`src/sv/rcp_pkg.sv`:
```
// ----------------------------------------------------------------------------
// rcp_pkg
// Shared constants, codes and request types of the RPM crossfade unit.
// ----------------------------------------------------------------------------
package rcp_pkg;

	localparam int RPM_BITS    = 14;
	localparam int MAX_ENTRIES = 16;
	localparam int IDX_W       = 4;
	localparam int NUM_W       = 40;
	localparam int DEN_W       = 20;
	localparam int QUO_W       = 24;

	localparam logic [1:0] MODE_LIN = 2'd0;
	localparam logic [1:0] MODE_EQP = 2'd1;
	localparam logic [1:0] MODE_LOG = 2'd2;
	localparam logic [1:0] MODE_RSV = 2'd3;

	localparam logic REQ_WRITE = 1'b0;
	localparam logic REQ_QUERY = 1'b1;

	localparam logic CFG_FADE_MODE   = 1'b0;
	localparam logic CFG_ENTRY_COUNT = 1'b1;

	localparam logic [15:0] ONE_Q15       = 16'd32768;
	localparam logic [15:0] EDGE_EQ_POWER = 16'd23170;
	localparam logic [15:0] RATE_SAT      = 16'hFFFF;

	localparam logic signed [33:0] SIN_C1 = 34'sd1686629713;
	localparam logic signed [33:0] SIN_C3 = 34'sd693598668;
	localparam logic signed [33:0] SIN_C5 = 34'sd85569306;
	localparam logic signed [33:0] SIN_C7 = 34'sd5026995;
	localparam logic signed [33:0] SIN_C9 = 34'sd172272;

	localparam logic [29:0] INV_SQRT2_Q30 = 30'd759250125;
	localparam logic [27:0] LOG_K_Q32     = 28'd164062008;

	typedef logic [RPM_BITS-1:0] rpm_t;

	typedef struct packed {
		logic             valid;
		logic [NUM_W-1:0] num;
		logic [DEN_W-1:0] den;
	} div_req_t;

	typedef struct packed {
		logic             valid;
		logic             log_mode;
		logic [QUO_W-1:0] arg;
	} crv_req_t;

	// Horner coefficients after the u^9 term
	function automatic logic signed [33:0] sin_coef(input logic [1:0] step);
		logic signed [33:0] c;
		case (step)
			2'd0:    c = -SIN_C7;
			2'd1:    c = SIN_C5;
			2'd2:    c = -SIN_C3;
			default: c = SIN_C1;
		endcase
		return c;
	endfunction

endpackage

```
`src/sv/rcp_mem.sv`:
```
// ----------------------------------------------------------------------------
// rcp_mem
// RPM table: one write port, two registered read ports.
// ----------------------------------------------------------------------------
module rcp_mem (
	input  logic                      clk,
	input  logic                      we,
	input  logic [rcp_pkg::IDX_W-1:0] waddr,
	input  rcp_pkg::rpm_t             wdata,
	input  logic [rcp_pkg::IDX_W-1:0] raddr0,
	input  logic [rcp_pkg::IDX_W-1:0] raddr1,
	output rcp_pkg::rpm_t             rdata0,
	output rcp_pkg::rpm_t             rdata1
);
	import rcp_pkg::*;

	rpm_t mem_q [MAX_ENTRIES];
	rpm_t rd0_q;
	rpm_t rd1_q;

	always_ff @(posedge clk) begin
		if (we) begin
			mem_q[waddr] <= wdata;
		end
		rd0_q <= mem_q[raddr0];
		rd1_q <= mem_q[raddr1];
	end

	assign rdata0 = rd0_q;
	assign rdata1 = rd1_q;

endmodule

```
`config.mk`:
```
export PLATFORM = sky130hd
export DESIGN_NAME = rcp_mem
export DESIGN_NICKNAME = d
export VERILOG_FILES = /design/src/sv/rcp_pkg.sv /design/src/sv/rcp_mem.sv
export SDC_FILE = /design/constraint.sdc
export NUM_CORES = 1
export LEC_CHECK = 0
export BUFFER_PORTS_ARGS = -buffer_cell sky130_fd_sc_hd__buf_4
export CAP_MARGIN = 25
export CORE_ASPECT_RATIO = 1.2
export CORE_UTILIZATION = 55
export DETAILED_ROUTE_END_ITERATION = 12
export PLACE_DENSITY = 0.73
export RECOVER_POWER = 25
export SYNTH_ARGS = -nofsm -noshare
export SYNTH_HDL_FRONTEND = slang
export SYNTH_SLANG_ARGS = --single-unit
export TNS_END_PERCENT = 50
```
`constraint.sdc`:
```
create_clock -name clk -period 7.6 [get_ports clk]
set_input_delay 2.28 -clock clk [delete_from_list [all_inputs] [get_ports clk]]
set_output_delay 2.28 -clock clk [all_outputs]
set_load 0.1 [all_outputs]
```
==> results of run 1 <==
registers in the layout, indices dropped and copies added (netlist names):
signal	cells
rdata1	14
rdata0	14
mem_q	224
cell type report:
| cell class | instances | area (um2) |
|---|---|---|
| flip-flops and latches | 252 | 7287 |
| fillers | 1288 | 6810 |
| multi-input cells | 227 | 3223 |
| clock buffers | 34 | 659.4 |
| repair buffers | 81 | 566.8 |
| well taps | 256 | 320.3 |
| clock inverters | 12 | 57.56 |
metrics by stage:
| step | util, % | instance area [um2] |
|---|---|---|
| after floorplan | - | 10690 |
| after global placement | 60.44 | 11440 |
| after detailed placement | 60.44 | 11440 |
| after CTS | 64.23 | 12160 |
| after global routing | 64.01 | 12110 |
| final | 64.01 | 12110 |
worst max path at each step:
stage                  end  slack [ns]  depth (start not counted)
6_report         rdata0[7]        3.72                          5
5_1_grt          rdata0[7]        3.54                          5
4_1_cts          rdata0[7]        3.67                          5
3_5_place_dp     rdata0[7]        3.13                          5
3_3_place_gp     rdata1[9]        3.18                          5
2_1_floorplan  mem_q[0][0]        3.48                          2
cells by family after synthesis:
logic type,Yosys count,share of synthesized area [%]
DFF,252,68.16
muxes,112,23.60
and+or+nand+nor,59,2.434
AOI/OAI and AO/OA,56,3.933
buffers and inverters,32,1.873
layer usage:
metal	part of all wire [%]	up-vias
li1	-	2365
met1	37	2995
met2	51	274
met3	8.3	65
met4	3.3	0
met5	0	-
power groups by stage:
| stage | clock network, mW | logic [mW] | registers [mW] |
|---|---|---|---|
| after CTS | 1.11 | 0.363 | 1.57 |
| after global placement | 0 | 0.358 | 1.59 |
| after floorplan | 0 | 0.137 | 1.72 |
| after global routing | 1.16 | 0.375 | 1.57 |
| after detailed placement | 0 | 0.362 | 1.60 |
| final | 1.10 | 0.359 | 1.57 |
cell usage after synthesis, drive strengths merged:
| master | number |
|---|---|
| buf | 20 |
| nand3b | 2 |
| nand2 | 29 |
| clkbuf | 12 |
| nor2b | 4 |
| and2 | 2 |
| or3b | 1 |
| nor2 | 14 |
| dfxtp | 28 |
| edfxtp | 224 |
| mux4 | 112 |
| a22oi | 56 |
| nand3 | 1 |
| nor3 | 4 |
| nand2b | 2 |
worst max-delay path, stage by stage:
cell and delay, ns:
buf_4 0.58, buf_4 0.50, mux4_2 0.55, a22oi_1 0.24, nand2_1 0.10
==> impl_metrics.tcl, run 1 <==
set metrics [dict create \
    nets 615 \
    dr_total_vias 5699 \
    slew_viol_final 0 \
    numClockSinks 252 \
    p_total_mw 3.023 \
    hp-start "mem_q[15][13]" \
    fin_crit_ns 3.879 \
    grt-busiest-layer "met2" \
    antenna_cells 0 \
    synth_area_leaders "edfxtp_1 (63%), mux4_2 (24%), dfxtp_1 (5.2%)" \
    rsz0062_at_grt "false" \
    rr_endpoint "rdata1[13]" \
    cts_max_level 1 \
    synth.largest_area_cell "edfxtp_1" \
    path_max_fanout 37 \
    first_iter_violations 609 \
    dieArea_um2 20000 \
    setup_ws_ns 3.721 \
    power_density_nw_per_um2 249.6 \
    clockRootBuffer "clkbuf_16" \
    io_buffers 55 \
    start_util_pct 56.49 \
    tritoncts "yes" \
    layout_common_cells "edfxtp_1 (224), mux4_2 (112), buf_4 (70)" \
    grt_pass1_vias 6248 \
    endpoint_kind "flop" \
    track_usage_pct 26.31 \
    path_clk_slew_ns 0.06 \
    ff2ff_path_depth 3 \
    rows 55 \
    p_leak_nw 3.969 \
    cts_buffers 25 \
    fin_hold_ws_ns 0.6977 \
    clk_latency_ns 0.53 \
    viasPerCell 6.611 \
    place_ws_ns 3.127 \
    startpoint "raddr0[0]" \
    grtUsageMet2_pct 43.52 \
    finalSetupViolations 0 \
    ys_seq_elements 252 \
    drv_cap 0 \
    dieWidth_um 129.3 \
    drive_gt1_share_pct 35.97 \
    final_common_cell "edfxtp_1" \
    final-hold-violation-count 0 \
    ioPinCount 56 \
    dieHeight_um 154.7 \
    synthesis.nets 539 \
    setup_tns_ns 0 \
    syn_area_per_cell_um2 20.92 \
    met1_usage_pct 35.32 \
    grt_pass1_wl_um 37110 \
    holdCritPathClass "reg2reg" \
    crit_type "in2reg" \
    setup.worst_path.start_class "input pin" \
    dr.pass1.iters 5 \
    slew-limit-headroom_pct 42.63 \
    synth_top_area_share_pct 62.92 \
    grt_max_degree 57 \
    fmax_mhz 257.8 \
    core_um2 18920 \
    power.share.combinational_pct 11.9 \
    ir_worst_vdd_v 0.0001802 \
    synth_seq_area_share_pct 68.16 \
    syn_area_um2 10690 \
    fin_skew_ns 0.01081 \
    cts_resized 0 \
    final_cells 862 \
    hold_depth 3 \
    yosysWarnings 0 \
    arrival_ns 4.29 \
    status "completed" \
    post-route-period-util_pct 51.04 \
    dp_hpwl_um 13760 \
    placed_cells 816 \
    place.gp.congestion 0.7391 \
    avgRoutedWirePerCell_um 28.61 \
    p_int_mw 2.271 \
    reg2reg_slack_ns 6.25 \
    r2r_start "mem_q[1][13]" \
    grt_util_met3_pct 4.531 \
    p_sw_uw 752.3 \
    cts_hold_buf 0 \
    seqPwrFrac_pct 51.8 \
    worstMarginPinSlew_ns 0.8606 \
    ys_types 17 \
    p_clk_share_pct 36.3 \
    ant_nets 0 \
    cts_buffer_depth 3 \
    syn_inst 511 \
    antenna_found_initial 0 \
    worstPathRequired_ns 8.01 \
    area_delta_synth_final_pct 13.32 \
    grt-ovfl-total 0 \
    wirelength_um 24660 \
    drc_errors 0 \
    hold_end "rdata0[13]" \
    swShare_pct 24.88 \
    post_cts_buffers 0 \
]
Power figures use the tool's default switching activity.
==> run 2, diff against run 1 <==
--- a/config.mk
+++ b/config.mk
@@ -10,7 +10,7 @@
 export CORE_ASPECT_RATIO = 1.2
 export CORE_UTILIZATION = 55
 export DETAILED_ROUTE_END_ITERATION = 12
-export PLACE_DENSITY = 0.73
+export PLACE_DENSITY = 0.76
 export RECOVER_POWER = 25
 export SYNTH_ARGS = -nofsm -noshare
 export SYNTH_HDL_FRONTEND = slang
==> constraint.sdc (replaced) <==
create_clock -name clk -period 3.5 [get_ports clk]
set_input_delay 1.05 -clock clk [delete_from_list [all_inputs] [get_ports clk]]
set_output_delay 1.05 -clock clk [all_outputs]
set_load 0.1 [all_outputs]
==> run 2 against run 1 <==
Effect of this change: utilization grew 1.2 points; highest routed layer unchanged; critical path depth down 4; global-route usage rose by 0.90 points; total power is 130% higher; wire length is 3.6% higher; combinational power rose by 120%; worst hold slack hardly changed; critical endpoint is now rdata1[3]; clock power increased by 140%.
==> impl_metrics.tcl, run 2 (synthesis results as in run 1) <==
set metrics [dict create \
    core_um2 18920 \
    grt_pass1_wl_um 38290 \
    r2r_start "mem_q[3][13]" \
    final_common_cell "edfxtp_1" \
    post-route-period-util_pct 63.48 \
    path_clk_slew_ns 0.06 \
    finalSetupViolations 0 \
    area_delta_synth_final_pct 15.43 \
    antenna_cells 0 \
    layout_common_cells "edfxtp_1 (224), mux4_2 (112), buf_4 (82)" \
    fmax_mhz 450.1 \
    setup_ws_ns 1.278 \
    crit_family "flip-flops" \
    ir_worst_vdd_v 0.0003209 \
    dieWidth_um 129.3 \
    place.gp.congestion 0.7699 \
    ioPinCount 56 \
    ant_nets 0 \
    final-hold-violation-count 0 \
    fin_util_pct 65.20 \
    worstMarginPinSlew_ns 0.7139 \
    clockRootBuffer "clkbuf_16" \
    fill_cells 1246 \
    dp_hpwl_um 14700 \
    multi_input_area_um2 3223 \
    p_total_mw 6.878 \
    worstPathRequired_ns 2.45 \
    critPathMaxStageDelay_ns 0.36 \
    dieArea_um2 20000 \
    nets 628 \
    rows 55 \
    crit_type "reg2out" \
    drv_cap 0 \
    rr_endpoint "rdata1[13]" \
    grt_pass1_vias 6371 \
    first_iter_violations 696 \
    ff_latch_area_um2 7287 \
    slowest_stage "dfxtp_1" \
    slew-limit-headroom_pct 52.41 \
    hp-start "mem_q[12][10]" \
    numClockSinks 252 \
    cts_max_level 1 \
    drc_errors 0 \
    place_ws_ns 0.8224 \
    post_cts_buffers 0 \
    cts_buffers 23 \
    power_density_nw_per_um2 557.4 \
    cts_hold_buf 0 \
    dieHeight_um 154.7 \
    rsz0062_at_grt "false" \
    viasPerCell 6.718 \
    dpl_cell_area_um2 11580 \
    grt_max_degree 43 \
    p_leak_nw 4.095 \
    fin_skew_ns 0.007290 \
    wirelength_um 25540 \
    io_buffers 55 \
    cts_resized 0 \
    finish.instance_area_um2 12340 \
    slew_viol_final 0 \
    hold_depth 3 \
    setup_tns_ns 0 \
    largest_reg_flops 224 \
    reg2reg_slack_ns 2.12 \
    dr_total_vias 5858 \
    tritoncts "yes" \
    status "completed" \
    hold_end "rdata1[10]" \
    path_cells "buf_4" \
    clk_latency_ns 0.51 \
    grt-ovfl-total 0 \
    antenna_found_initial 0 \
    fin_crit_ns 2.222 \
    ff2ff_path_depth 3 \
    holdCritPathClass "reg2reg" \
    avgRoutedWirePerCell_um 29.29 \
    crit_buf_inv 1 \
    arrival_ns 1.17 \
    regMostFlops "mem_q" \
    cts_buffer_depth 3 \
    dr.pass1.iters 5 \
    start_util_pct 56.49 \
    endpoint_kind "output pin" \
    drive_gt1_share_pct 37.99 \
    setup.worst_path.start_class "flop" \
    track_usage_pct 27.21 \
    path_max_fanout 1 \
]
-- run 2: cell type report --
type / instances / share of cell area, %
clock buffers: 27 / 5.029
multi-input cells: 227 / 26.12
flip-flops and latches: 252 / 59.06
well taps: 256 / 2.596
clock inverters: 14 / 1.521
repair buffers: 96 / 5.678
-- run 2: worst max-delay path by stage --
stage,from,to,depth (start not counted)
floorplan,waddr[2],mem_q[0][0],2
global placement,raddr0[1],rdata0[8],5
detailed placement,raddr1[1],rdata1[8],5
CTS,rdata0[1],rdata0[1],1
global route,raddr0[1],rdata0[8],5
finish,rdata1[3],rdata1[3],1
-- run 2: per-stage QoR --
step | instances | hold WS, ns
floorplan | 511 | 0.6554
CTS | 872 | 0.7012
global placement | 831 | 0.6686
detailed placement | 831 | 0.6860
finish | 872 | 0.6977
global route | 872 | 0.7275
-- run 2: per-layer routing --
metal | part of all wire (%) | GRT usage (%) | up-vias
li1 | - | - | 2391
met1 | 36 | 36.05 | 3073
met2 | 51 | 44.50 | 329
met3 | 10 | 5.604 | 65
met4 | 3.4 | 10.70 | 0
met5 | 0 | 0 | -
-- run 2: power by group --
group / leakage [nW] / switching (mW) / total (mW) / internal (mW)
Combinational: 1.44 / 0.542 / 0.798 / 0.256
Sequential: 2.26 / 0.0363 / 3.40 / 3.37
Clock: 0.398 / 1.05 / 2.68 / 1.63
Total: 4.09 / 1.63 / 6.88 / 5.25
