**src/sv/rcp_pkg.sv**
```systemverilog
// ----------------------------------------------------------------------------
// rcp_pkg
// Shared constants, codes and request types of the RPM crossfade unit.
// ----------------------------------------------------------------------------
package rcp_pkg;

	localparam int RPM_BITS    = 14;
	localparam int MAX_ENTRIES = 16;
	localparam int IDX_W       = 4;
	localparam int NUM_W       = 40;
	localparam int DEN_W       = 20;
	localparam int QUO_W       = 24;

	localparam logic [1:0] MODE_LIN = 2'd0;
	localparam logic [1:0] MODE_EQP = 2'd1;
	localparam logic [1:0] MODE_LOG = 2'd2;
	localparam logic [1:0] MODE_RSV = 2'd3;

	localparam logic REQ_WRITE = 1'b0;
	localparam logic REQ_QUERY = 1'b1;

	localparam logic CFG_FADE_MODE   = 1'b0;
	localparam logic CFG_ENTRY_COUNT = 1'b1;

	localparam logic [15:0] ONE_Q15       = 16'd32768;
	localparam logic [15:0] EDGE_EQ_POWER = 16'd23170;
	localparam logic [15:0] RATE_SAT      = 16'hFFFF;

	localparam logic signed [33:0] SIN_C1 = 34'sd1686629713;
	localparam logic signed [33:0] SIN_C3 = 34'sd693598668;
	localparam logic signed [33:0] SIN_C5 = 34'sd85569306;
	localparam logic signed [33:0] SIN_C7 = 34'sd5026995;
	localparam logic signed [33:0] SIN_C9 = 34'sd172272;

	localparam logic [29:0] INV_SQRT2_Q30 = 30'd759250125;
	localparam logic [27:0] LOG_K_Q32     = 28'd164062008;

	typedef logic [RPM_BITS-1:0] rpm_t;

	typedef struct packed {
		logic             valid;
		logic [NUM_W-1:0] num;
		logic [DEN_W-1:0] den;
	} div_req_t;

	typedef struct packed {
		logic             valid;
		logic             log_mode;
		logic [QUO_W-1:0] arg;
	} crv_req_t;

	// Horner coefficients after the u^9 term
	function automatic logic signed [33:0] sin_coef(input logic [1:0] step);
		logic signed [33:0] c;
		case (step)
			2'd0:    c = -SIN_C7;
			2'd1:    c = SIN_C5;
			2'd2:    c = -SIN_C3;
			default: c = SIN_C1;
		endcase
		return c;
	endfunction

endpackage

```
**src/sv/rcp_div.sv**
```systemverilog
// ----------------------------------------------------------------------------
// rcp_div
// Restoring divider, one quotient bit per cycle. The upper dividend part
// must be below the divisor.
// ----------------------------------------------------------------------------
module rcp_div (
	input  logic                      clk,
	input  logic                      arst_n,
	input  rcp_pkg::div_req_t         req,
	output logic [rcp_pkg::QUO_W-1:0] quo,
	output logic                      done
);
	import rcp_pkg::*;

	localparam int CW = $clog2(QUO_W);
	localparam logic [CW-1:0] CNT_LAST = CW'(QUO_W - 1);

	logic [DEN_W-1:0] rem_q;
	logic [DEN_W-1:0] den_q;
	logic [QUO_W-1:0] sh_q;
	logic [CW-1:0]    cnt_q;
	logic             run_q;
	logic             done_q;
	logic [DEN_W:0]   trial;
	logic [DEN_W:0]   diff;
	logic             fit;

	assign trial = {rem_q, sh_q[QUO_W-1]};
	assign diff  = trial - {1'b0, den_q};
	assign fit   = trial >= {1'b0, den_q};

	always_ff @(posedge clk or negedge arst_n) begin
		if (!arst_n) begin
			run_q  <= 1'b0;
			done_q <= 1'b0;
			cnt_q  <= '0;
		end else begin
			done_q <= 1'b0;
			if (req.valid) begin
				run_q <= 1'b1;
				cnt_q <= '0;
			end else if (run_q) begin
				cnt_q <= cnt_q + 1'b1;
				if (cnt_q == CNT_LAST) begin
					run_q  <= 1'b0;
					done_q <= 1'b1;
				end
			end
		end
	end

	always_ff @(posedge clk) begin
		if (req.valid) begin
			rem_q <= DEN_W'(req.num[NUM_W-1:QUO_W]);
			den_q <= req.den;
			sh_q  <= req.num[QUO_W-1:0];
		end else if (run_q) begin
			rem_q <= fit ? diff[DEN_W-1:0] : trial[DEN_W-1:0];
			sh_q  <= {sh_q[QUO_W-2:0], fit};
		end
	end

	assign quo  = sh_q;
	assign done = done_q;

endmodule

```
**config.mk**
```make
export PLATFORM = sky130hd
export DESIGN_NAME = rcp_div
export DESIGN_NICKNAME = d
export VERILOG_FILES = /design/src/sv/rcp_pkg.sv /design/src/sv/rcp_div.sv
export SDC_FILE = /design/constraint.sdc
export NUM_CORES = 1
export LEC_CHECK = 0
export ABC_AREA = 1
export BUFFER_PORTS_ARGS = -buffer_cell sky130_fd_sc_hd__buf_2
export CAP_MARGIN = 15
export CORE_MARGIN = 2
export CORE_UTILIZATION = 55
export DETAILED_ROUTE_END_ITERATION = 6
export PLACE_DENSITY = 0.79
export REMOVE_ABC_BUFFERS = 1
export SKIP_CTS_REPAIR_TIMING = 1
export SLEW_MARGIN = 30
export SYNTH_ARGS = -nofsm -noshare
export SYNTH_HDL_FRONTEND = slang
export SYNTH_SLANG_ARGS = --single-unit
```
**constraint.sdc**
```tcl
create_clock -name clk -period 2.4 [get_ports clk]
set_clock_uncertainty 0.2 [all_clocks]
set_input_delay 0.36 -clock clk [delete_from_list [all_inputs] [get_ports clk]]
set_output_delay 0.36 -clock clk [all_outputs]
set_load 0.005 [all_outputs]
```
==> results.cfg, run 1 <==
[timing]
post-route-min-period_ns = 2.37
max_freq_mhz = 421
drv_slew = 0
setup_violations = 0
finalCritPeriodShare = 0.989
hold_violations = 0
worstMarginPinSlew_ns = 0.481
relSlewSlack = 0.680

[drt]
first_iter_violations = 308
detail-route-antenna-nets = 0
vias = 4436
via_per_inst = 5.30
wl_per_cell_um = 15.0
finalWirelength_mm = 12.5
firstDrtPassIters = 5
drc_errors = 0

[global_routing]
antenna_found_initial = 0
grt_pass1_vias = 3871
grt.overflow.total = 0
grt_max_degree = 45
grt_use_total = 0.245
grt_pass1_wl_mm = 17.3

[setup_path]
critPathRequiredTime_ns = 2.31
crit_family = simple AND/OR/NAND/NOR gates
arrival_ns = 2.28
r2r_setup_slack_ns = 0.03
path_class = reg -> reg
reg2regPathDepth = 14
cp_cell_sequence = ha_4, buf_6, nand2_4, inv_2, nand2_2, nor2_4, nand2_2, nor2_4, nor2_4, buf_6, buf_8, nand3b_1, nand3_1, nand2_1
cp.depth = 14
endpoint = rem_q[9]
crit_start = rem_q[8]
worst-path-buf-inv = 4
cp_slowest_cell = edfxtp_1
cp_common_cell = nor2_4
critPathLaunchType = flop
path_max_fanout = 6
slowest_delay_ns = 0.45
r2r-end = rem_q[9]
r2r_start = rem_q[8]
critPathCaptureType = flop

[floorplanning]
rows = 33
fp.dieH_um = 95.3
initial_core_util = 0.564
die-area_um2 = 9080
core_area_um2 = 8130
fp.dieW_um = 95.3
top_level_ports = 88

[cells_and_area]
diodes = 0
layout_common_cells = nand2_1, buf_2, inv_1, edfxtp_1
finalNetCount = 812
synthToLayoutAreaGrowth_pct = 36.2
final_common_cell = nand2_1
fin_util = 0.768
drive_gt1_frac = 0.292

[power]
comb_power_share = 0.572
p_leak_nw = 3.15
p_sw_frac = 0.421
p_switching_mw = 2.85
p_int_mw = 3.92
seqPwrFrac = 0.267
power_mw = 6.77
power.density_nw_per_um2 = 1080
clockPowerShare = 0.161
ir_drop_uv = 600

[synthesis]
seq_area_frac_synth = 0.449
syn_avg_cell_area_um2 = 7.84
yosys_register_bits = 71
syn_area_um2 = 4580
netlist.area_leader.share = 0.393
ys_warn_count = 0
synth.distinct_cells = 36
synthTopCellsByArea = edfxtp_1, nand2_1, inv_1
syn_inst = 585
yosysTopAreaCell = edfxtp_1

[place]
portBuffers = 87
dpl.hpwl_mm = 7.69
gp_congestion = 0.905

[clock_tree]
clk_latency_ns = 0.35
cts_num_sinks = 71
cts_root_buf = clkbuf_8
cts-htree-levels = 3
cts_made_buffers = 9
cts_tree = yes
cts_max_path_buffers = 2
clkTransAtPathRegs_ns = 0.08

[flow_run]
maxCapViolations = 0

[status]
status = finished clean

[hold_path]
min_path_type = in -> reg
-- cells in the mapped netlist (all sizes together) --
cell and count:
nand2 249, inv 85, edfxtp 60, nand3 39
nor2 32, ha 21, nand3b 19, a21oi 16
nor3 11, buf 8, clkbuf 7, dfrtp 7
o21ai 5, xnor2 5, dfxtp 4, nand4 4
clkinv 3, xor2 3, a31oi 2, a22o 1
fa 1, nor4 1, o21a 1, o21bai 1
-- state kept, by name, indices dropped and copies added (netlist names) --
| signal | count |
|---|---|
| cnt_q | 5 |
| rem_q | 20 |
| den_q | 20 |
| done | 1 |
| quo | 24 |
| run_q | 1 |
-- stage by stage --
step	TNS, ns	std cells	area, µm²	setup WS [ns]	hold slack, ns
after floorplan	0	570	4480	0.153	-0.136
after global placement	0	775	5170	0.0354	-0.00567
after detailed placement	-0.0109	775	5170	-0.0109	0.00332
after CTS	-0.0196	791	5390	-0.0196	-0.375
after global routing	-0.508	837	6240	-0.0616	0.0704
final	0	837	6240	0.0262	0.0685
-- power groups by stage --
stage                     Clock, mW  Sequential (mW)  Combinational, mW
final                          1.09             1.81               3.87
after global routing           1.14             1.83               4.22
after CTS                      1.10             1.75               2.84
after detailed placement          0             1.77               2.82
after global placement            0             1.76               2.77
after floorplan                   0             1.74               2.08
-- worst min path at each step --
| stage | from | endpoint | slack (ns) | cells past startpoint |
|---|---|---|---|---|
| 3_5_place_dp | arst_n | cnt_q[0] | 0.003 | 1 |
| 5_1_grt | req[27] | quo[7] | 0.07 | 3 |
| 3_3_place_gp | arst_n | cnt_q[0] | -0.006 | 1 |
| 4_1_cts | arst_n | cnt_q[0] | -0.38 | 1 |
| 6_report | req[39] | quo[19] | 0.07 | 3 |
| 2_1_floorplan | arst_n | cnt_q[0] | -0.14 | 0 |
-- cell type report --
| type | count | area [µm²] |
|---|---|---|
| fill | 568 | 1890 |
| inverter | 88 | 330 |
| sequential | 71 | 2060 |
| clock inverter | 6 | 92.6 |
| multi-input combinational | 413 | 2440 |
| clock buffer | 10 | 128 |
| tap | 105 | 131 |
| timing repair buffer | 144 | 1060 |
-- layer usage --
| layer | GRT usage | up-vias | share of wire | wire (µm) |
|---|---|---|---|---|
| met2 | 0.413 | 182 | 0.49 | 6130 |
| li1 | - | 2146 | - | - |
| met3 | 0.0474 | 25 | 0.065 | 811 |
| met4 | 0.0918 | 0 | 0.019 | 237 |
| met1 | 0.313 | 2083 | 0.43 | 5360 |
| met5 | 0 | - | 0 | 0 |
-- cells by family after synthesis --
kind of cell | count (synthesis) | synth area share
compound gates | 26 | 0.0333
flops | 71 | 0.449
fa+ha+maj | 22 | 0.0617
xor+xnor | 8 | 0.0153
buf+inv | 103 | 0.0944
simple gates | 355 | 0.347
-- worst min-delay path: cells and delay by family --
family / cells / cell delay [ns]
AND/OR/NAND/NOR: 2 / 0.09
buffers and inverters: 1 / 0.07
No activity file was read; power rests on OpenSTA's default activity.
==> run 2: changes to the inputs <==
--- a/config.mk
+++ b/config.mk
@@ -12,7 +12,6 @@
 export CORE_UTILIZATION = 55
 export DETAILED_ROUTE_END_ITERATION = 6
 export PLACE_DENSITY = 0.79
-export REMOVE_ABC_BUFFERS = 1
 export SKIP_CTS_REPAIR_TIMING = 1
 export SLEW_MARGIN = 30
 export SYNTH_ARGS = -nofsm -noshare
==> run 2 against run 1 <==
Net effect:
- the run now ends with design-rule violations left
- die area is the same
- sequential share of layout area grew 0.88 points
- routed wire length grew 2.4%
- combinational power shrank 8.5%
- sequential cell count is the same
- cell area shrank 2.6%
- register-to-register slack is essentially flat
==> results.cfg, run 2 (synthesized netlist as in run 1, its figures left out) <==
[timing]
layout_setup_ws_ns = 0.0160
fin_tns_setup_ns = 0
drv_slew = 0
max_freq_mhz = 419
fin_hold_ws_ns = 0.0671
hold_violations = 0
finalCritPeriodShare = 0.993
setup_violations = 0
post-route-min-period_ns = 2.38
worstMarginPinSlew_ns = 0.548
relSlewSlack = 0.633

[setup_path]
critPathLaunchType = flop
critPathRequiredTime_ns = 2.31
reg2regPathDepth = 14
r2r_start = den_q[0]
path_class = reg -> reg
cp_cell_sequence = ha_4, fa_2, inv_2, nand3_1, nand3_2, nand2_1, nand2_2, nand2_1, nand2_1, nand2_1, nand2_1, nand2_1, nand3_1, nand2_1
arrival_ns = 2.30
cp_slowest_cell = fa_2
critPathCaptureType = flop
crit_family = simple AND/OR/NAND/NOR gates
path_max_fanout = 3
slowest_delay_ns = 0.44
cp_common_cell = nand2_1
worst-path-buf-inv = 1
cp.depth = 14
crit_start = den_q[0]

[hold_path]
min_path_type = in -> reg
hp-start = req[37]
hold_depth = 3

[cells_and_area]
layout_common_cells = nand2_1, buf_2, inv_1, edfxtp_1, nand3_1
diodes = 0
largest_reg_flops = 24
fill_cells = 558
synthToLayoutAreaGrowth_pct = 32.7
final_common_cell = nand2_1
design_area_um2 = 6080
finalNetCount = 803
drive_gt1_frac = 0.268
fin_util = 0.748

[drt]
met1_length_mm = 5.01
via_per_inst = 5.45
firstDrtPassIters = 7
dr_wl_met2_mm = 6.22
wl_met3_mm = 1.02
first_iter_violations = 540
drc_errors = 1
dr.max_layer_used = met4
finalWirelength_mm = 12.8
detail-route-antenna-nets = 0
vias = 4514
wl_per_cell_um = 15.5

[clock_tree]
cts_root_buf = clkbuf_8
cts_max_path_buffers = 2
cts_made_buffers = 9
cts-htree-levels = 3
clk_latency_ns = 0.36
clkTransAtPathRegs_ns = 0.09
cts_tree = yes
cts_num_sinks = 71

[place]
portBuffers = 87
gp_congestion = 0.958
dpl_cell_area_um2 = 5210
pre_cts_slack_ns = -0.0262
dpl.hpwl_mm = 8.09

[floorplanning]
fp.dieH_um = 95.3
top_level_ports = 88
rows = 33
initial_core_util = 0.564
fp.dieW_um = 95.3
core_area_um2 = 8130
die-area_um2 = 9080

[synthesis]
synth_nets = 670

[global_routing]
grt_pass1_vias = 4181
grt_pass1_wl_mm = 18.3
antenna_found_initial = 0
grt_max_degree = 66
grt_use_total = 0.260
grt.overflow.total = 0

[power]
p_leak_nw = 3.05
power.density_nw_per_um2 = 1080
ir_drop_uv = 515

[status]
failed_checks = design-rule violations
status = finished, violations left

[flow_run]
maxCapViolations = 0
run 2: cell types whose count changed in the layout (fill, tap and decap cells not counted), moves of 3 or more:
cell,before,now
nand2_1,227,233
nand2_4,5,1
nand3_2,12,7
nand3_1,27,32
buf_6,5,1
clkbuf_16,3,0
run 2: worst paths after layout:
kind                       slack (ns)        end
hold / removal                   0.07    quo[17]
setup / recovery                 0.02  rem_q[12]
min in group asynchronous        0.16   cnt_q[4]
hold reg to reg                  0.28  rem_q[19]
setup reg to reg                 0.02  rem_q[12]
max in group asynchronous        1.68   cnt_q[1]
run 2: tightest hold or removal path, stage by stage:
cell	delay [ns]
buf_2	0.08
nand2_1	0.04
nand2_1	0.05
run 2: layout make-up:
class                      count  area [µm²]  share of cell area
tap                          105         131              0.0216
clock buffer                  10         128              0.0210
multi-input combinational    414        2410               0.397
timing repair buffer         134         907               0.149
sequential                    71        2060               0.338
clock inverter                 6         116              0.0191
inverter                      88         330              0.0543
run 2: power breakdown:
group	total (mW)	internal [mW]	switching [mW]
clock	1.21	0.701	0.509
sequential	1.83	1.63	0.201
combinational	3.54	1.45	2.09
total	6.58	3.77	2.80
run 2: per-stage QoR:
step                power, mW  std cells
floorplan                3.94        585
global placement         4.48        775
detailed placement       4.57        775
CTS                      5.80        791
global route             6.99        828
finish                   6.58        828
run 2: layer usage:
layer / vias to the layer above / global-route usage
met1: 2085 / 0.313
met5: - / 0
met3: 60 / 0.0640
met4: 0 / 0.120
met2: 236 / 0.440
li1: 2133 / -
==> run 3: changes to the inputs <==
==> constraint.sdc (replaced) <==
create_clock -name clk -period 2.27 [get_ports clk]
set_clock_uncertainty 0.2 [all_clocks]
set_input_delay 0.227 -clock clk [delete_from_list [all_inputs] [get_ports clk]]
set_output_delay 0.227 -clock clk [all_outputs]
set_load 0.005 [all_outputs]
==> run 3 against run 2 <==
Net effect:
- the flow finishes with violations (design-rule violations, negative setup slack)
- via count is 15% higher
- cell area up 10%
- global-route usage shrank 0.26 points
- worst hold slack lost 0.034 ns
- sequential power up 6%
- die area stayed put
- clock power shrank 15%
- combinational power rose by 34%
- sequential share of layout area decreased by 3.2 points
- non-clock buffer count grew 65
- sequential cell count is the same
- largest cell class unchanged
- largest power group unchanged
==> results.cfg, run 3 (synthesized netlist as in run 1, its figures left out) <==
[clock_tree]
cts-htree-levels = 3
clkTransAtPathRegs_ns = 0.09
cts_root_buf = clkbuf_8
cts_max_path_buffers = 2
cts_tree = yes
cts_num_sinks = 71
cts_made_buffers = 9
clk_latency_ns = 0.37

[hold_path]
min_path_type = in -> reg

[cells_and_area]
layout_common_cells = nand2_1, buf_2, inv_1, edfxtp_1, dlygate4sd3_1
largest_reg_flops = 24
fill_cells = 395
final_common_cell = nand2_1
design_area_um2 = 6720
finalNetCount = 868
diodes = 0
synthToLayoutAreaGrowth_pct = 46.6
drive_gt1_frac = 0.321
stdcell_count = 893

[floorplanning]
rows = 33
fp.dieH_um = 95.3
core_area_um2 = 8130
initial_core_util = 0.564
die-area_um2 = 9080
top_level_ports = 88
fp.dieW_um = 95.3

[setup_path]
cp_cell_sequence = ha_4, nand2_2, buf_4, nor2_1, nand3_1, nand3_1, xnor2_1, nand2_1, nand3_1, nand2_1
crit_family = simple AND/OR/NAND/NOR gates
critPathRequiredTime_ns = 2.18
path_max_fanout = 4
critPathLaunchType = flop
cp_common_cell = nand3_1
critPathCaptureType = flop
slowest_delay_ns = 0.48
cp_slowest_cell = edfxtp_1
worst-path-buf-inv = 1
path_class = reg -> reg
arrival_ns = 2.40

[timing]
finalCritPeriodShare = 1.10
layout_setup_ws_ns = -0.216
relSlewSlack = 0.677
hold_violations = 0
fin_hold_ws_ns = 0.0335
worstMarginPinSlew_ns = 0.483
rsz0062_at_grt = true
fin_tns_setup_ns = -1.88
post-route-min-period_ns = 2.49
setup_violations = 20
drv_slew = 0
max_freq_mhz = 402

[drt]
drc_errors = 3
detail-route-antenna-nets = 0
vias = 5201
via_per_inst = 5.82
finalWirelength_mm = 16.6
wl_per_cell_um = 18.6
firstDrtPassIters = 7
first_iter_violations = 759

[global_routing]
grt_pass1_vias = 4161
grt.overflow.total = 0
grt_max_degree = 66
grt_pass1_wl_mm = 18.2
grt_use_total = 0.258
antenna_found_initial = 0

[synthesis]
synth_nets = 670

[power]
p_leak_nw = 3.32
ir_drop_uv = 660
power.density_nw_per_um2 = 1150
power_mw = 7.71

[place]
gp_congestion = 0.985
placedCellCount = 793
dpl.hpwl_mm = 8.32
portBuffers = 87
dpl_cell_area_um2 = 5310

[status]
status = finished, violations left
failed_checks = design-rule violations, negative setup slack

[flow_run]
maxCapViolations = 0
## run 3: final timing paths
path	from	slack, ns	cells after the start	to
max	rem_q[8]	-0.22	10	rem_q[10]
min	req[20]	0.03	3	quo[0]
max reg2reg	rem_q[8]	-0.22	10	rem_q[10]
min reg2reg	rem_q[18]	0.28	2	rem_q[18]
max in group asynchronous	arst_n	1.67	2	cnt_q[1]
min in group asynchronous	arst_n	0.04	2	cnt_q[2]
## run 3: cell type report
cell class              instances  area (µm²)  share of cell area
inverters                      88         330              0.0492
repair buffers                199        1500               0.223
flip-flops and latches         71        2060               0.306
well taps                     105         131              0.0195
clock buffers                  10         128              0.0190
multi-input cells             414        2520               0.374
clock inverters                 6        60.1             0.00894
## run 3: through the flow
stage | util | worst slack [ns]
floorplan | - | 0.0520
global placement | 0.652 | -0.00991
detailed placement | 0.652 | -0.0741
CTS | 0.675 | -0.116
global route | 0.826 | -0.247
finish | 0.826 | -0.216
## run 3: worst reg2reg max path: stages (launching register included)
cell and delay (ns):
edfxtp_1 0.48, ha_4 0.34, nand2_2 0.07, buf_4 0.15, nor2_1 0.23, nand3_1 0.16
nand3_1 0.20, xnor2_1 0.15, nand2_1 0.09, nand3_1 0.11, nand2_1 0.06
## run 3: power by group
group / switching [mW] / total, mW / internal, mW
sequential: 0.221 / 1.94 / 1.72
combinational: 2.70 / 4.74 / 2.04
clock: 0.530 / 1.03 / 0.505
## run 3: routing by layer
layer	up-vias	wire length, µm	global-route usage
met3	113	1930	0.0466
li1	2265	-	-
met4	0	986	0.128
met1	2355	5860	0.328
met5	-	0	0
met2	468	7800	0.423
